$ cat src/rtl/tmdm_pkg.sv
`timescale 1ns / 1ps

package tmdm_pkg;

  // Batch size limit and field layout
  localparam int MAX_READINGS_DEF = 16;
  localparam int NUM_FIELDS       = 5;

  localparam int TEMP_W  = 15;
  localparam int HUM_W   = 14;
  localparam int PRESS_W = 17;
  localparam int HEAT_W  = 16;
  localparam int DEW_W   = 15;
  localparam int USED_W  = 5;

  // Signed width that holds any one field (unsigned pressure needs 18)
  localparam int FIELD_XW = 18;
  // Base of the running-sum width; the count width is added on top
  localparam int SUM_BASE_W = 18;

  // Field slots
  localparam int F_TEMP  = 0;
  localparam int F_HUM   = 1;
  localparam int F_PRESS = 2;
  localparam int F_HEAT  = 3;
  localparam int F_DEW   = 4;

  // Control of one divider lane
  typedef struct packed {
    logic ld;
    logic abs;
    logic step;
  } lane_ctl_t;

endpackage

$ cat src/rtl/tmdm_queue.sv
`timescale 1ns / 1ps

module tmdm_queue #(
  parameter int Width = 8
) (
  input  logic             clk,
  input  logic             rst_n,
  input  logic             push,
  input  logic [Width-1:0] push_data,
  output logic             full,
  input  logic             pop,
  output logic [Width-1:0] pop_data,
  output logic             empty
);

  logic [Width-1:0] slot_r [2];
  logic             wr_ptr_r, wr_ptr_nxt;
  logic             rd_ptr_r, rd_ptr_nxt;
  logic [1:0]       cnt_r, cnt_nxt;
  logic             do_push, do_pop;

  assign full     = (cnt_r == 2'd2);
  assign empty    = (cnt_r == 2'd0);
  assign pop_data = slot_r[rd_ptr_r];
  assign do_push  = push && !full;
  assign do_pop   = pop && !empty;

  // Advance pointers and fill count
  always_comb begin
    wr_ptr_nxt = do_push ? !wr_ptr_r : wr_ptr_r;
    rd_ptr_nxt = do_pop ? !rd_ptr_r : rd_ptr_r;
    cnt_nxt    = cnt_r;
    if (do_push && !do_pop) begin
      cnt_nxt = cnt_r + 2'd1;
    end else if (do_pop && !do_push) begin
      cnt_nxt = cnt_r - 2'd1;
    end
  end

  always_ff @(posedge clk) begin
    if (!rst_n) begin
      wr_ptr_r <= 1'b0;
      rd_ptr_r <= 1'b0;
      cnt_r    <= 2'd0;
    end else begin
      wr_ptr_r <= wr_ptr_nxt;
      rd_ptr_r <= rd_ptr_nxt;
      cnt_r    <= cnt_nxt;
    end
  end

  // Hold job payload
  always_ff @(posedge clk) begin
    if (do_push) begin
      slot_r[wr_ptr_r] <= push_data;
    end
  end

endmodule

$ cat src/rtl/tmdm_front.sv
`timescale 1ns / 1ps

module tmdm_front #(
  parameter int MaxReadings = tmdm_pkg::MAX_READINGS_DEF,
  parameter int CntW        = 5,
  parameter int SumW        = 23
) (
  input  logic                                          clk,
  input  logic                                          rst_n,
  input  logic                                          in_push,
  output logic                                          in_full,
  input  logic signed [tmdm_pkg::TEMP_W-1:0]            in_temperature,
  input  logic        [tmdm_pkg::HUM_W-1:0]             in_humidity,
  input  logic        [tmdm_pkg::PRESS_W-1:0]           in_pressure,
  input  logic signed [tmdm_pkg::HEAT_W-1:0]            in_heat_index,
  input  logic signed [tmdm_pkg::DEW_W-1:0]             in_dew_point,
  input  logic                                          in_last,
  input  logic                                          q_full,
  output logic                                          q_push,
  output logic [tmdm_pkg::NUM_FIELDS-1:0][SumW-1:0]     q_sum,
  output logic [tmdm_pkg::NUM_FIELDS-1:0][SumW-1:0]     q_drop,
  output logic [CntW-1:0]                               q_used,
  output logic                                          q_ovf
);

  localparam int NF = tmdm_pkg::NUM_FIELDS;
  localparam int XW = tmdm_pkg::FIELD_XW;

  logic signed [XW-1:0]   rd [NF];
  logic signed [SumW-1:0] sum_r [NF];
  logic signed [SumW-1:0] sum_upd [NF];
  logic signed [SumW-1:0] sum_nxt [NF];
  logic signed [XW-1:0]   first_r [NF];
  logic signed [XW-1:0]   first_upd [NF];
  logic signed [XW-1:0]   low_r [NF];
  logic signed [XW-1:0]   low_upd [NF];
  logic signed [XW-1:0]   high_r [NF];
  logic signed [XW-1:0]   high_upd [NF];
  logic [CntW-1:0]        cnt_r, cnt_upd, cnt_nxt;
  logic                   extr_r, extr_upd, extr_nxt;
  logic                   ovf_r, ovf_upd, ovf_nxt;
  logic                   accept, take, is_first, go_low, go_high, short_batch;

  assign in_full = q_full;
  assign accept  = in_push && !q_full;
  assign q_push  = accept && in_last;

  // Widen each field to a common signed width
  assign rd[tmdm_pkg::F_TEMP]  = XW'(in_temperature);
  assign rd[tmdm_pkg::F_HUM]   = XW'(in_humidity);
  assign rd[tmdm_pkg::F_PRESS] = XW'(in_pressure);
  assign rd[tmdm_pkg::F_HEAT]  = XW'(in_heat_index);
  assign rd[tmdm_pkg::F_DEW]   = XW'(in_dew_point);

  assign take     = (cnt_r < CntW'(MaxReadings));
  assign is_first = (cnt_r == '0);
  assign go_low   = rd[tmdm_pkg::F_TEMP] < low_r[tmdm_pkg::F_TEMP];
  assign go_high  = rd[tmdm_pkg::F_TEMP] > high_r[tmdm_pkg::F_TEMP];

  // Fold the reading into sums and extreme records; past the limit, flag overflow
  always_comb begin
    sum_upd   = sum_r;
    first_upd = first_r;
    low_upd   = low_r;
    high_upd  = high_r;
    cnt_upd   = cnt_r;
    extr_upd  = extr_r;
    ovf_upd   = ovf_r;
    if (take) begin
      for (int i = 0; i < NF; i++) begin
        sum_upd[i] = sum_r[i] + SumW'(rd[i]);
      end
      cnt_upd = cnt_r + CntW'(1);
      if (is_first) begin
        first_upd = rd;
        low_upd   = rd;
        high_upd  = rd;
        extr_upd  = 1'b1;
      end else begin
        if (go_low) begin
          low_upd  = rd;
          extr_upd = 1'b0;
        end
        if (go_high) begin
          high_upd = rd;
          extr_upd = 1'b0;
        end
      end
    end else begin
      ovf_upd = 1'b1;
    end
  end

  // Build the job for the back part
  assign short_batch = (CntW + 2)'(cnt_upd) <= (CntW + 2)'(2);

  always_comb begin
    for (int i = 0; i < NF; i++) begin
      if (short_batch) begin
        q_sum[i]  = SumW'(first_upd[i]);
        q_drop[i] = '0;
      end else if (extr_upd) begin
        q_sum[i]  = sum_upd[i];
        q_drop[i] = SumW'(first_upd[i]);
      end else begin
        q_sum[i]  = sum_upd[i];
        q_drop[i] = SumW'(low_upd[i]) + SumW'(high_upd[i]);
      end
    end
    if (short_batch) begin
      q_used = CntW'(1);
    end else if (extr_upd) begin
      q_used = cnt_upd - CntW'(1);
    end else begin
      q_used = cnt_upd - CntW'(2);
    end
    q_ovf = ovf_upd;
  end

  // Commit the updated batch, or clear it after its last reading
  always_comb begin
    cnt_nxt  = cnt_r;
    extr_nxt = extr_r;
    ovf_nxt  = ovf_r;
    sum_nxt  = sum_r;
    if (accept) begin
      if (in_last) begin
        cnt_nxt  = '0;
        extr_nxt = 1'b1;
        ovf_nxt  = 1'b0;
        for (int i = 0; i < NF; i++) begin
          sum_nxt[i] = '0;
        end
      end else begin
        cnt_nxt  = cnt_upd;
        extr_nxt = extr_upd;
        ovf_nxt  = ovf_upd;
        sum_nxt  = sum_upd;
      end
    end
  end

  always_ff @(posedge clk) begin
    if (!rst_n) begin
      cnt_r  <= '0;
      extr_r <= 1'b1;
      ovf_r  <= 1'b0;
      for (int i = 0; i < NF; i++) begin
        sum_r[i] <= '0;
      end
    end else begin
      cnt_r  <= cnt_nxt;
      extr_r <= extr_nxt;
      ovf_r  <= ovf_nxt;
      sum_r  <= sum_nxt;
    end
  end

  // Hold the stored readings
  always_ff @(posedge clk) begin
    if (accept) begin
      first_r <= first_upd;
      low_r   <= low_upd;
      high_r  <= high_upd;
    end
  end

endmodule

$ cat src/rtl/tmdm_div_lane.sv
`timescale 1ns / 1ps

module tmdm_div_lane #(
  parameter int CntW = 5,
  parameter int SumW = 23
) (
  input  logic                      clk,
  input  tmdm_pkg::lane_ctl_t       ctl,
  input  logic signed [SumW-1:0]    sum,
  input  logic signed [SumW-1:0]    drop,
  input  logic        [CntW-1:0]    divisor,
  output logic signed [SumW-1:0]    quot
);

  logic signed [SumW-1:0] diff;
  logic [SumW-1:0]        acc_r;
  logic [CntW-1:0]        rem_r;
  logic                   neg_r;
  logic [CntW:0]          trial;
  logic [CntW:0]          trial_sub;
  logic                   fits;

  // One restoring step: shift in a dividend bit, subtract if it fits
  assign diff      = sum - drop;
  assign trial     = {rem_r, acc_r[SumW-1]};
  assign fits      = trial >= {1'b0, divisor};
  assign trial_sub = trial - {1'b0, divisor};

  always_ff @(posedge clk) begin
    if (ctl.ld) begin
      acc_r <= diff;
      neg_r <= diff[SumW-1];
      rem_r <= '0;
    end else if (ctl.abs) begin
      if (neg_r) begin
        acc_r <= -acc_r;
      end
    end else if (ctl.step) begin
      acc_r <= {acc_r[SumW-2:0], fits};
      rem_r <= fits ? trial_sub[CntW-1:0] : trial[CntW-1:0];
    end
  end

  // Restore the sign: truncation toward zero
  assign quot = neg_r ? -$signed(acc_r) : $signed(acc_r);

endmodule

$ cat src/rtl/tmdm_back.sv
`timescale 1ns / 1ps

module tmdm_back #(
  parameter int CntW = 5,
  parameter int SumW = 23
) (
  input  logic                                          clk,
  input  logic                                          rst_n,
  input  logic                                          q_empty,
  output logic                                          q_pop,
  input  logic [tmdm_pkg::NUM_FIELDS-1:0][SumW-1:0]     q_sum,
  input  logic [tmdm_pkg::NUM_FIELDS-1:0][SumW-1:0]     q_drop,
  input  logic [CntW-1:0]                               q_used,
  input  logic                                          q_ovf,
  output logic                                          out_empty,
  input  logic                                          out_pop,
  output logic signed [tmdm_pkg::TEMP_W-1:0]            out_avg_temperature,
  output logic        [tmdm_pkg::HUM_W-1:0]             out_avg_humidity,
  output logic        [tmdm_pkg::PRESS_W-1:0]           out_avg_pressure,
  output logic signed [tmdm_pkg::HEAT_W-1:0]            out_avg_heat_index,
  output logic signed [tmdm_pkg::DEW_W-1:0]             out_avg_dew_point,
  output logic        [tmdm_pkg::USED_W-1:0]            out_used_count,
  output logic                                          out_overflowed
);

  localparam int NF    = tmdm_pkg::NUM_FIELDS;
  localparam int StepW = $clog2(SumW);

  typedef enum logic [3:0] {
    ST_IDLE = 4'b0001,
    ST_ABS  = 4'b0010,
    ST_DIV  = 4'b0100,
    ST_DONE = 4'b1000
  } back_state_t;

  back_state_t            state_r, state_nxt;
  logic [StepW-1:0]       step_r, step_nxt;
  logic                   out_valid_r, out_valid_nxt;
  logic [CntW-1:0]        used_r;
  logic                   ovf_r;
  tmdm_pkg::lane_ctl_t    ctl;
  logic [NF-1:0][SumW-1:0] quot;
  logic                   out_load;

  logic signed [tmdm_pkg::TEMP_W-1:0]  avg_temp_r;
  logic        [tmdm_pkg::HUM_W-1:0]   avg_hum_r;
  logic        [tmdm_pkg::PRESS_W-1:0] avg_press_r;
  logic signed [tmdm_pkg::HEAT_W-1:0]  avg_heat_r;
  logic signed [tmdm_pkg::DEW_W-1:0]   avg_dew_r;
  logic        [tmdm_pkg::USED_W-1:0]  used_cnt_r;
  logic                                ovf_out_r;

  // One divider lane per field, all stepping together
  for (genvar g = 0; g < NF; g++) begin : g_lane
    tmdm_div_lane #(
      .CntW(CntW),
      .SumW(SumW)
    ) u_lane (
      .clk    (clk),
      .ctl    (ctl),
      .sum    ($signed(q_sum[g])),
      .drop   ($signed(q_drop[g])),
      .divisor(used_r),
      .quot   (quot[g])
    );
  end

  // Sequence load, sign removal, divide steps and result write
  always_comb begin
    state_nxt = state_r;
    step_nxt  = step_r;
    ctl       = '0;
    q_pop     = 1'b0;
    out_load  = 1'b0;
    case (state_r)
      ST_IDLE: begin
        if (!q_empty) begin
          ctl.ld    = 1'b1;
          q_pop     = 1'b1;
          state_nxt = ST_ABS;
        end
      end
      ST_ABS: begin
        ctl.abs   = 1'b1;
        step_nxt  = '0;
        state_nxt = ST_DIV;
      end
      ST_DIV: begin
        ctl.step = 1'b1;
        step_nxt = step_r + StepW'(1);
        if (step_r == StepW'(SumW - 1)) begin
          state_nxt = ST_DONE;
        end
      end
      ST_DONE: begin
        if (!out_valid_r || out_pop) begin
          out_load  = 1'b1;
          state_nxt = ST_IDLE;
        end
      end
      default: begin
        state_nxt = ST_IDLE;
      end
    endcase
  end

  // Result register: hold until the transfer, reload behind it
  always_comb begin
    out_valid_nxt = out_valid_r;
    if (out_load) begin
      out_valid_nxt = 1'b1;
    end else if (out_pop) begin
      out_valid_nxt = 1'b0;
    end
  end

  always_ff @(posedge clk) begin
    if (!rst_n) begin
      state_r     <= ST_IDLE;
      step_r      <= '0;
      out_valid_r <= 1'b0;
    end else begin
      state_r     <= state_nxt;
      step_r      <= step_nxt;
      out_valid_r <= out_valid_nxt;
    end
  end

  always_ff @(posedge clk) begin
    if (ctl.ld) begin
      used_r <= q_used;
      ovf_r  <= q_ovf;
    end
    if (out_load) begin
      avg_temp_r  <= quot[tmdm_pkg::F_TEMP][tmdm_pkg::TEMP_W-1:0];
      avg_hum_r   <= quot[tmdm_pkg::F_HUM][tmdm_pkg::HUM_W-1:0];
      avg_press_r <= quot[tmdm_pkg::F_PRESS][tmdm_pkg::PRESS_W-1:0];
      avg_heat_r  <= quot[tmdm_pkg::F_HEAT][tmdm_pkg::HEAT_W-1:0];
      avg_dew_r   <= quot[tmdm_pkg::F_DEW][tmdm_pkg::DEW_W-1:0];
      used_cnt_r  <= tmdm_pkg::USED_W'(used_r);
      ovf_out_r   <= ovf_r;
    end
  end

  assign out_empty           = !out_valid_r;
  assign out_avg_temperature = avg_temp_r;
  assign out_avg_humidity    = avg_hum_r;
  assign out_avg_pressure    = avg_press_r;
  assign out_avg_heat_index  = avg_heat_r;
  assign out_avg_dew_point   = avg_dew_r;
  assign out_used_count      = used_cnt_r;
  assign out_overflowed      = ovf_out_r;

endmodule

$ cat src/rtl/trimmed_mean_drop_min_max.sv
`timescale 1ns / 1ps
// Throughput: one reading per cycle while the job queue has room.
// A batch's job enters the job queue with its last reading; the back part then loads it,
// removes the signs, runs the bit-serial divider lanes and writes the result register once it is free or being read.
// The back part works on one job at a time; a two-entry job queue absorbs bursts.
// Reset (rst_n, synchronous, active low) empties the queue and clears the batch.

module trimmed_mean_drop_min_max #(
  parameter int MAX_READINGS = tmdm_pkg::MAX_READINGS_DEF
) (
  input  logic                                clk,
  input  logic                                rst_n,
  input  logic                                in_push,
  output logic                                in_full,
  input  logic signed [tmdm_pkg::TEMP_W-1:0]  in_temperature,
  input  logic        [tmdm_pkg::HUM_W-1:0]   in_humidity,
  input  logic        [tmdm_pkg::PRESS_W-1:0] in_pressure,
  input  logic signed [tmdm_pkg::HEAT_W-1:0]  in_heat_index,
  input  logic signed [tmdm_pkg::DEW_W-1:0]   in_dew_point,
  input  logic                                in_last,
  output logic                                out_empty,
  input  logic                                out_pop,
  output logic signed [tmdm_pkg::TEMP_W-1:0]  out_avg_temperature,
  output logic        [tmdm_pkg::HUM_W-1:0]   out_avg_humidity,
  output logic        [tmdm_pkg::PRESS_W-1:0] out_avg_pressure,
  output logic signed [tmdm_pkg::HEAT_W-1:0]  out_avg_heat_index,
  output logic signed [tmdm_pkg::DEW_W-1:0]   out_avg_dew_point,
  output logic        [tmdm_pkg::USED_W-1:0]  out_used_count,
  output logic                                out_overflowed
);

  localparam int NF    = tmdm_pkg::NUM_FIELDS;
  localparam int CNT_W = $clog2(MAX_READINGS + 1);
  localparam int SUM_W = tmdm_pkg::SUM_BASE_W + CNT_W;
  localparam int JOB_W = 2 * NF * SUM_W + CNT_W + 1;

  logic                       f_push, q_full, q_empty, q_pop;
  logic [NF-1:0][SUM_W-1:0]   f_sum, f_drop, b_sum, b_drop;
  logic [CNT_W-1:0]           f_used, b_used;
  logic                       f_ovf, b_ovf;
  logic [JOB_W-1:0]           job_in, job_out;

  tmdm_front #(
    .MaxReadings(MAX_READINGS),
    .CntW       (CNT_W),
    .SumW       (SUM_W)
  ) u_front (
    .clk           (clk),
    .rst_n         (rst_n),
    .in_push       (in_push),
    .in_full       (in_full),
    .in_temperature(in_temperature),
    .in_humidity   (in_humidity),
    .in_pressure   (in_pressure),
    .in_heat_index (in_heat_index),
    .in_dew_point  (in_dew_point),
    .in_last       (in_last),
    .q_full        (q_full),
    .q_push        (f_push),
    .q_sum         (f_sum),
    .q_drop        (f_drop),
    .q_used        (f_used),
    .q_ovf         (f_ovf)
  );

  // Pack the job for the queue
  assign job_in = {f_ovf, f_used, f_drop, f_sum};
  assign {b_ovf, b_used, b_drop, b_sum} = job_out;

  tmdm_queue #(
    .Width(JOB_W)
  ) u_queue (
    .clk      (clk),
    .rst_n    (rst_n),
    .push     (f_push),
    .push_data(job_in),
    .full     (q_full),
    .pop      (q_pop),
    .pop_data (job_out),
    .empty    (q_empty)
  );

  tmdm_back #(
    .CntW(CNT_W),
    .SumW(SUM_W)
  ) u_back (
    .clk                (clk),
    .rst_n              (rst_n),
    .q_empty            (q_empty),
    .q_pop              (q_pop),
    .q_sum              (b_sum),
    .q_drop             (b_drop),
    .q_used             (b_used),
    .q_ovf              (b_ovf),
    .out_empty          (out_empty),
    .out_pop            (out_pop),
    .out_avg_temperature(out_avg_temperature),
    .out_avg_humidity   (out_avg_humidity),
    .out_avg_pressure   (out_avg_pressure),
    .out_avg_heat_index (out_avg_heat_index),
    .out_avg_dew_point  (out_avg_dew_point),
    .out_used_count     (out_used_count),
    .out_overflowed     (out_overflowed)
  );

endmodule

$ cat config.mk
export PLATFORM = sky130hd
export DESIGN_NAME = trimmed_mean_drop_min_max
export DESIGN_NICKNAME = d
export VERILOG_FILES = /design/src/rtl/tmdm_pkg.sv /design/src/rtl/tmdm_queue.sv /design/src/rtl/tmdm_front.sv /design/src/rtl/tmdm_div_lane.sv /design/src/rtl/tmdm_back.sv /design/src/rtl/trimmed_mean_drop_min_max.sv
export SDC_FILE = /design/constraint.sdc
export NUM_CORES = 2
export LEC_CHECK = 0
export BUFFER_PORTS_ARGS = -buffer_cell sky130_fd_sc_hd__buf_2
export CAP_MARGIN = 20
export CORE_ASPECT_RATIO = 2
export CORE_MARGIN = 2
export CORE_UTILIZATION = 64
export DETAILED_ROUTE_END_ITERATION = 8
export PLACE_DENSITY = 0.8
export SYNTH_ARGS = -nofsm -noshare
export SYNTH_HDL_FRONTEND = slang
export SYNTH_SLANG_ARGS = --single-unit
$ cat constraint.sdc
create_clock -name clk -period 21.9 [get_ports clk]
set_input_delay 4.38 -clock clk [delete_from_list [all_inputs] [get_ports clk]]
set_output_delay 4.38 -clock clk [all_outputs]
set_load 0.01 [all_outputs]
Yosys cells after proc, flatten, opt, wreduce, memory -nomap -nowiden
Memories as Yosys holds them, arrays and structs flattened. A register that Yosys moved wholly into a read port is not among the register bits.
Index checks and enable logic that the tools add are counted.
{"block": "classes", "n_bitwise": 1, "eq_ne": 14, "mux": 85, "n_addsub": 36, "magnitude_cmp": 9, "n_reduce_logical": 27}
{"op": "2-to-1 mux 23 bit", "n": 35}
{"op": "2-to-1 mux 90 bit", "n": 8}
{"op": "2-to-1 mux 115 bit", "n": 2}
{"op": "negator 23 bit", "n": 5}
{"op": "subtractor 23 bit", "n": 5}
{"op": "adder 18 x 18 -> 19 bit", "n": 5}
{"op": "adder 23 x 15 -> 23 bit", "n": 3}
{"op": "2-to-1 mux 5 bit", "n": 9}
{"op": ">= comparator 6 x 5 -> 1 bit", "n": 5}
{"op": "2-to-1 mux 15 bit", "n": 2}
{"op": "negator 15 bit", "n": 2}
{"op": "subtractor 5 bit", "n": 5}
{"op": "adder 23 x 16 -> 23 bit", "n": 1}
{"op": "adder 23 x 18 -> 23 bit", "n": 1}
{"op": "2-to-1 mux 1 bit", "n": 19}
{"op": "> comparator 15 x 18 -> 1 bit", "n": 1}
{"op": "less-than comparator 15 x 18 -> 1 bit", "n": 1}
{"op": "2-to-1 mux 17 bit", "n": 1}
{"op": "negator 17 bit", "n": 1}
{"op": "2-to-1 mux 16 bit", "n": 1}
{"op": "negator 16 bit", "n": 1}
{"op": "case mux 4 bit (4 select lines)", "n": 1}
{"op": "!= test 3 bit (second input constant)", "n": 5}
{"op": "2-to-1 mux 14 bit", "n": 1}
{"op": "29 further kinds", "n": 52}
{"block": "totals", "wordCells": 226, "input_bits": 82, "n_memories": 1, "ram_bits": 472, "reg_bits": 640, "out_inout_bits": 85}
{"memory": "u_queue.slot_r", "depth": 2, "width": 236, "rd": 1, "rd_clocked_by_memory_dff": 1, "write_ports": 1, "line_no": "tmdm_queue.sv:16", "source": "logic [Width-1:0] slot_r [2];"}

Depth between registers and ports, before layout
{"block": "depth", "ltp_word": 9, "ltp_mapped": 26, "depth_no_buf": 23}

Modules after synthesis
A second synthesis with hierarchy kept.
{"block": "hier_totals", "cells_unflattened": 6574, "area_unflattened_um2": 67860.1}
{"mod": "tmdm_front", "cells_per_inst": 3267, "area_each_um2": 28406.0, "seq_area_each_um2": 10550.1, "n_inst": 1}
{"mod": "tmdm_queue", "cells_per_inst": 759, "area_each_um2": 17404.2, "seq_area_each_um2": 14273.7, "n_inst": 1}
{"mod": "tmdm_div_lane at u_back.g_lane[0].u_lane ...", "cells_per_inst": 484, "area_each_um2": 3797.4, "seq_area_each_um2": 820.8, "n_inst": 4}
{"mod": "tmdm_div_lane at u_back.g_lane[1].u_lane", "cells_per_inst": 463, "area_each_um2": 3647.2, "seq_area_each_um2": 820.8, "n_inst": 1}
{"mod": "tmdm_back", "cells_per_inst": 149, "area_each_um2": 3213.1, "seq_area_each_um2": 2872.8, "n_inst": 1}

Least setup slack after synthesis
No wires, ideal clock.
{"block": "synth_path", "path_kind": "input -> register", "startpoint": "input port in_push", "endpoint": "memory u_queue.slot_r[1][0] (netlist bit) (enable)", "path_stages": 4, "slack_ps": 4029, "arrival_time_ps": 17267, "required_time_ps": 21296, "path_buffers": 1, "setup_time_ps": 604, "cell_sequence": "nand2_1 inv_1 clkbuf_1 and3_1"}
{"block": "synth_between", "elab_chain_len": 5}
{"item": "from (decl)", "line_no": "trimmed_mean_drop_min_max.sv:13", "source": "input logic in_push,"}
{"item": "logical AND 1 bit", "line_no": "tmdm_front.sv:45", "source": "assign accept = in_push && !q_full;"}
{"item": "via u_front.accept", "line_no": "tmdm_front.sv:42", "source": "logic accept, take, is_first, go_low, go_high, short_batch;"}
{"item": "logical AND 1 bit", "line_no": "tmdm_front.sv:46", "source": "assign q_push = accept && in_last;"}
{"item": "logical AND 1 bit", "line_no": "tmdm_queue.sv:25", "source": "assign do_push = push && !full;"}
{"item": "2-to-1 mux 1 bit", "line_no": "tmdm_queue.sv:54", "source": "if (do_push) begin"}
{"item": "2-to-1 mux 1 bit (implied by the code)", "line_no": "tmdm_queue.sv:55", "source": "slot_r[wr_ptr_r] <= push_data;"}
{"item": "to (decl)", "line_no": "tmdm_queue.sv:16"}
The timed path passes the listed nets, and every way through them passes these cells.

==> metrics.txt <==
# TYPE chip_impl_metric gauge
chip_impl_metric{name="post_synth_fa_ha_maj_area_fraction",unit="%"} 8.07
chip_impl_metric{name="ys_seq_area_share",unit="%"} 49.0
chip_impl_metric{name="crit_fanout",unit=""} 54
chip_impl_metric{name="report.final.slew_viol_count",unit=""} 0
chip_impl_metric{name="power.combinational.fraction",unit="%"} 40.6
chip_impl_metric{name="synth.yosys.warnings",unit=""} 0
chip_impl_metric{name="total_grt_overflow",unit=""} 0
chip_impl_metric{name="yosys_register_bits",unit=""} 1073
chip_impl_metric{name="power.static_leakage",unit="nW"} 26.3
chip_impl_metric{name="met1_wire_length",unit="mm"} 62.3
chip_impl_metric{name="cts_inserted_buffers",unit=""} 92
chip_impl_metric{name="drive_above_1_share",unit="%"} 9.33
chip_impl_metric{name="synthesis.instances",unit=""} 6097
chip_impl_info{name="end_kind",value="flip-flop"} 1
chip_impl_metric{name="drt_total_wl",unit="mm"} 167
chip_impl_metric{name="power.share.clock",unit="%"} 21.9
chip_impl_metric{name="final-setup-viol-count",unit=""} 0
chip_impl_info{name="ys_top_cells_by_count",value="edfxtp_1 (911), nand2_1 (866), o21ai_0 (419)"} 1
chip_impl_metric{name="max_slew.worst_pin.slew",unit="ns"} 1.05
chip_impl_metric{name="final_core_utilization",unit="%"} 69.8
chip_impl_metric{name="globalRouteTotalUtil",unit="%"} 33.0
chip_impl_metric{name="final_hold_viol_count",unit=""} 0
chip_impl_metric{name="placement_rows",unit=""} 162
chip_impl_metric{name="port-buffer-count",unit=""} 166
chip_impl_metric{name="detail_route.drc_violations",unit=""} 0
chip_impl_metric{name="placement.cell_area",unit="mm^2"} 0.0645
chip_impl_metric{name="top_level_pins",unit=""} 167
chip_impl_metric{name="post_synth_instance_area",unit="mm^2"} 0.0625
chip_impl_metric{name="fillers",unit=""} 7109
chip_impl_metric{name="placed_cells",unit=""} 7274
chip_impl_metric{name="avgSynthCellArea",unit="um^2"} 10.2
chip_impl_info{name="grt_setup_unrepaired",value="no"} 1
chip_impl_info{name="timing.critical_path.from_type",value="input pin"} 1
chip_impl_metric{name="clock-sinks",unit=""} 1073
chip_impl_metric{name="die_height",unit="um"} 446
chip_impl_metric{name="pre_cts_ws",unit="ns"} 10.78
chip_impl_metric{name="grt_pass1_wl",unit="mm"} 257
chip_impl_metric{name="share_of_the_clock_period_used_by_the_worst_path_after_layout",unit="%"} 46.4
chip_impl_metric{name="powerDensity",unit="mW/mm^2"} 119
chip_impl_metric{name="skew",unit="ns"} 0.0276
chip_impl_metric{name="wl_per_cell",unit="um"} 22.4
chip_impl_metric{name="max_cap_viol_count",unit=""} 0
chip_impl_metric{name="clock_latency",unit="ns"} 0.72
chip_impl_metric{name="htreeDepth",unit=""} 3
chip_impl_metric{name="area.sequential",unit="mm^2"} 0.0306
chip_impl_metric{name="maxSlewHeadroom",unit="%"} 28.8
chip_impl_metric{name="finalNetCount",unit=""} 6615
chip_impl_metric{name="worst_hold_slack",unit="ns"} 0.454
chip_impl_metric{name="dr_wl_met3",unit="mm"} 14.2
chip_impl_metric{name="irDropWorstVdd",unit="mV"} 0.0835
chip_impl_metric{name="synth_enable_flop_cells",unit=""} 911
chip_impl_metric{name="cts-resized-gates",unit=""} 0
chip_impl_metric{name="route.detailed.vias_per_inst",unit=""} 6.48
chip_impl_metric{name="syn2layout_area_growth",unit="%"} 8.44
chip_impl_metric{name="synthMuxAreaShare",unit="%"} 4.80
chip_impl_metric{name="finish.instance_area",unit="mm^2"} 0.0677
chip_impl_info{name="synth_top_flop_cell",value="edfxtp_1"} 1
chip_impl_metric{name="die_w",unit="um"} 225
chip_impl_info{name="worstSetupPathType",value="in -> reg"} 1
chip_impl_metric{name="first_global_vias",unit=""} 47454
chip_impl_metric{name="switching_power",unit="mW"} 3.09
chip_impl_metric{name="syn_nets",unit=""} 6570
chip_impl_metric{name="asyncSetResetFlopFracSynth",unit="%"} 0
chip_impl_info{name="outcome",value="finished clean"} 1
chip_impl_metric{name="worst_ep_required_time",unit="ns"} 22.35
chip_impl_info{name="synth_most_common_cell",value="edfxtp_1"} 1
chip_impl_metric{name="grt_start_max_net_pins",unit=""} 126
chip_impl_metric{name="dieArea",unit="mm^2"} 0.100
chip_impl_info{name="tritoncts_clock_tree",value="yes"} 1
chip_impl_info{name="synth_top_family_by_area",value="compound AO/OA/AOI/OAI gates"} 1
chip_impl_metric{name="place.gp.congestion",unit=""} 0.904
chip_impl_metric{name="finalWorstSetupSlack",unit="ns"} 11.73
chip_impl_metric{name="ant_nets",unit=""} 0
chip_impl_metric{name="fin_total_pwr",unit="mW"} 8.09
chip_impl_metric{name="post_synth_num_cell_types",unit=""} 76
chip_impl_metric{name="floorplan.core_area",unit="mm^2"} 0.0971
chip_impl_metric{name="wl_met2",unit="mm"} 80.3
chip_impl_metric{name="synth_compound_area_share",unit="%"} 15.0
chip_impl_metric{name="multiInputGateArea",unit="mm^2"} 0.0300
chip_impl_info{name="clock_tree.root_cell",value="clkbuf_16"} 1
chip_impl_metric{name="path_clk_slew",unit="ns"} 0.07
chip_impl_metric{name="dr.pass1.iters",unit=""} 8
chip_impl_info{name="synth_largest_area_cell",value="edfxtp_1"} 1
chip_impl_metric{name="layout.cells.non_filler",unit=""} 7452
chip_impl_metric{name="setup_tns",unit="ns"} 0
chip_impl_metric{name="number_of_buffers_inserted_for_hold_repair_after_clock_tree_synthesis",unit=""} 0
chip_impl_metric{name="grt_antenna_before_repair",unit=""} 6
chip_impl_metric{name="shortest_clock_period_the_worst_path_allows_after_layout",unit="ns"} 10.17
chip_impl_metric{name="post-cts-setup-buffers",unit=""} 0
chip_impl_info{name="post_synth_main_area_contributors",value="edfxtp_1 (44%), ha_1 (7.4%), nand2_1 (5.2%)"} 1
chip_impl_info{name="highest_layer",value="met5"} 1
chip_impl_metric{name="switching_share",unit="%"} 38.2
chip_impl_metric{name="initialDrtViolationCount",unit=""} 4830
chip_impl_metric{name="synth_xor_area_share",unit="%"} 5.59
chip_impl_metric{name="max_buffers_root_to_sink",unit=""} 3
chip_impl_metric{name="p_int",unit="mW"} 5.00
chip_impl_metric{name="initial_utilization",unit="%"} 64.3
chip_impl_info{name="worstHoldPathType",value="reg -> reg"} 1
chip_impl_metric{name="post_synth_simple_gate_area",unit="%"} 14.3
chip_impl_metric{name="place_hpwl",unit="mm"} 115
chip_impl_metric{name="maxClockFrequency",unit="GHz"} 0.0984
chip_impl_metric{name="worst_ep_arrival_time",unit="ns"} 10.62
chip_impl_metric{name="synth_top_area_share",unit="%"} 43.8
chip_impl_metric{name="power.share.sequential",unit="%"} 37.6
chip_impl_metric{name="vias",unit=""} 48275
==> path summary, 6_finish.rpt <==
path         slack [ns]  cells after the start                          start                            endpoint
min                0.45                      0     u_back.used_r[4]$_DFFE_PP_  u_back.out_used_count[4]$_DFFE_PP_
max               11.73                     21             in_temperature[14]    u_queue.slot_r[1][126]$_DFFE_PP_
min reg2reg        0.45                      0     u_back.used_r[4]$_DFFE_PP_  u_back.out_used_count[4]$_DFFE_PP_
max reg2reg       15.14                     19  u_front.cnt_r[4]$_SDFFE_PN0P_    u_queue.slot_r[1][126]$_DFFE_PP_
==> critical path: stages <==
cell and delay [ns]:
buf_2 0.45, ha_1 0.34, and3_1 0.21, nand3_1 0.11, nor4_1 0.09, nor3_1 0.59
or3_4 0.59, buf_4 0.64, mux2i_1 0.36, inv_1 0.10, ha_1 0.28, a21o_1 0.12
a21oi_1 0.08, nand2b_1 0.16, a2111oi_0 0.58, o22ai_1 0.25, o21ai_1 0.43, a21o_1 0.20
a21oi_1 0.08, or4_1 0.39, o311ai_0 0.16
==> cells by family after synthesis <==
| kind of cell | after synthesis |
|---|---|
| xor gates and xnor gates | 399 |
| muxes | 285 |
| buffers and inverters | 533 |
| and+or+nand+nor | 1933 |
| adders and majority gates | 391 |
| AOI/OAI and AO/OA | 1483 |
| DFF | 1073 |
==> metal layers <==
metal	GRT usage (%)	up-vias
met3	4.82	561
met2	55.5	2365
li1	-	22349
met5	0	-
met1	40.2	22994
met4	19.5	6
==> flip-flops by register name, summed over array words and instances (netlist names), 2 cells and up, named ones only <==
name                        flops
u_front.first_r                90
u_front.high_r                 90
u_back.g_lane.u_lane.acc_r    115
u_back.out_avg_heat_index      16
u_back.state_r                  4
u_back.out_avg_pressure        17
u_queue.cnt_r                   2
u_front.cnt_r                   5
u_back.g_lane.u_lane.neg_r      5
u_back.out_used_count           5
u_queue.slot_r                432
u_back.step_r                   5
u_back.out_avg_dew_point       15
u_back.out_avg_temperature     15
u_back.g_lane.u_lane.rem_r     25
u_back.used_r                   5
u_front.sum_r                 115
u_back.out_avg_humidity        14
u_front.low_r                  90
==> power by group through the flow <==
stage	Sequential, mW	Clock [mW]	Combinational (mW)
floorplan	3.01	0	2.35
global placement	3.06	0	3.09
detailed placement	3.08	0	3.18
CTS	3.04	1.78	3.21
global route	3.08	1.85	3.57
finish	3.04	1.77	3.28
==> layout by cell type, fill, tap and decap left out, types with 43 or more instances in the layout <==
master,n
a211oi_1,100
a21o_1,82
a21oi_1,369
a22oi_1,139
a31oi_1,45
and2_1,48
and3_1,43
buf_2,166
buf_4,59
clkbuf_16,100
dfxtp_1,160
edfxtp_1,911
ha_1,371
inv_1,249
mux2_2,118
mux2i_1,167
nand2_1,864
nand2b_1,62
nand3_1,84
nor2_1,358
nor2b_1,143
nor3_1,104
o21ai_0,419
or3_1,73
xnor2_1,238
xor2_1,161
==> cell type report <==
cell class | instances | area share, %
flip-flops and latches | 1073 | 45.2
multi-input cells | 4491 | 44.3
diodes | 3 | 0.0111
well taps | 1230 | 2.27
clock buffers | 121 | 3.90
inverters | 252 | 1.41
repair buffers | 232 | 2.06
clock inverters | 50 | 0.857
Note: power is estimated with default switching activity, not from simulation.
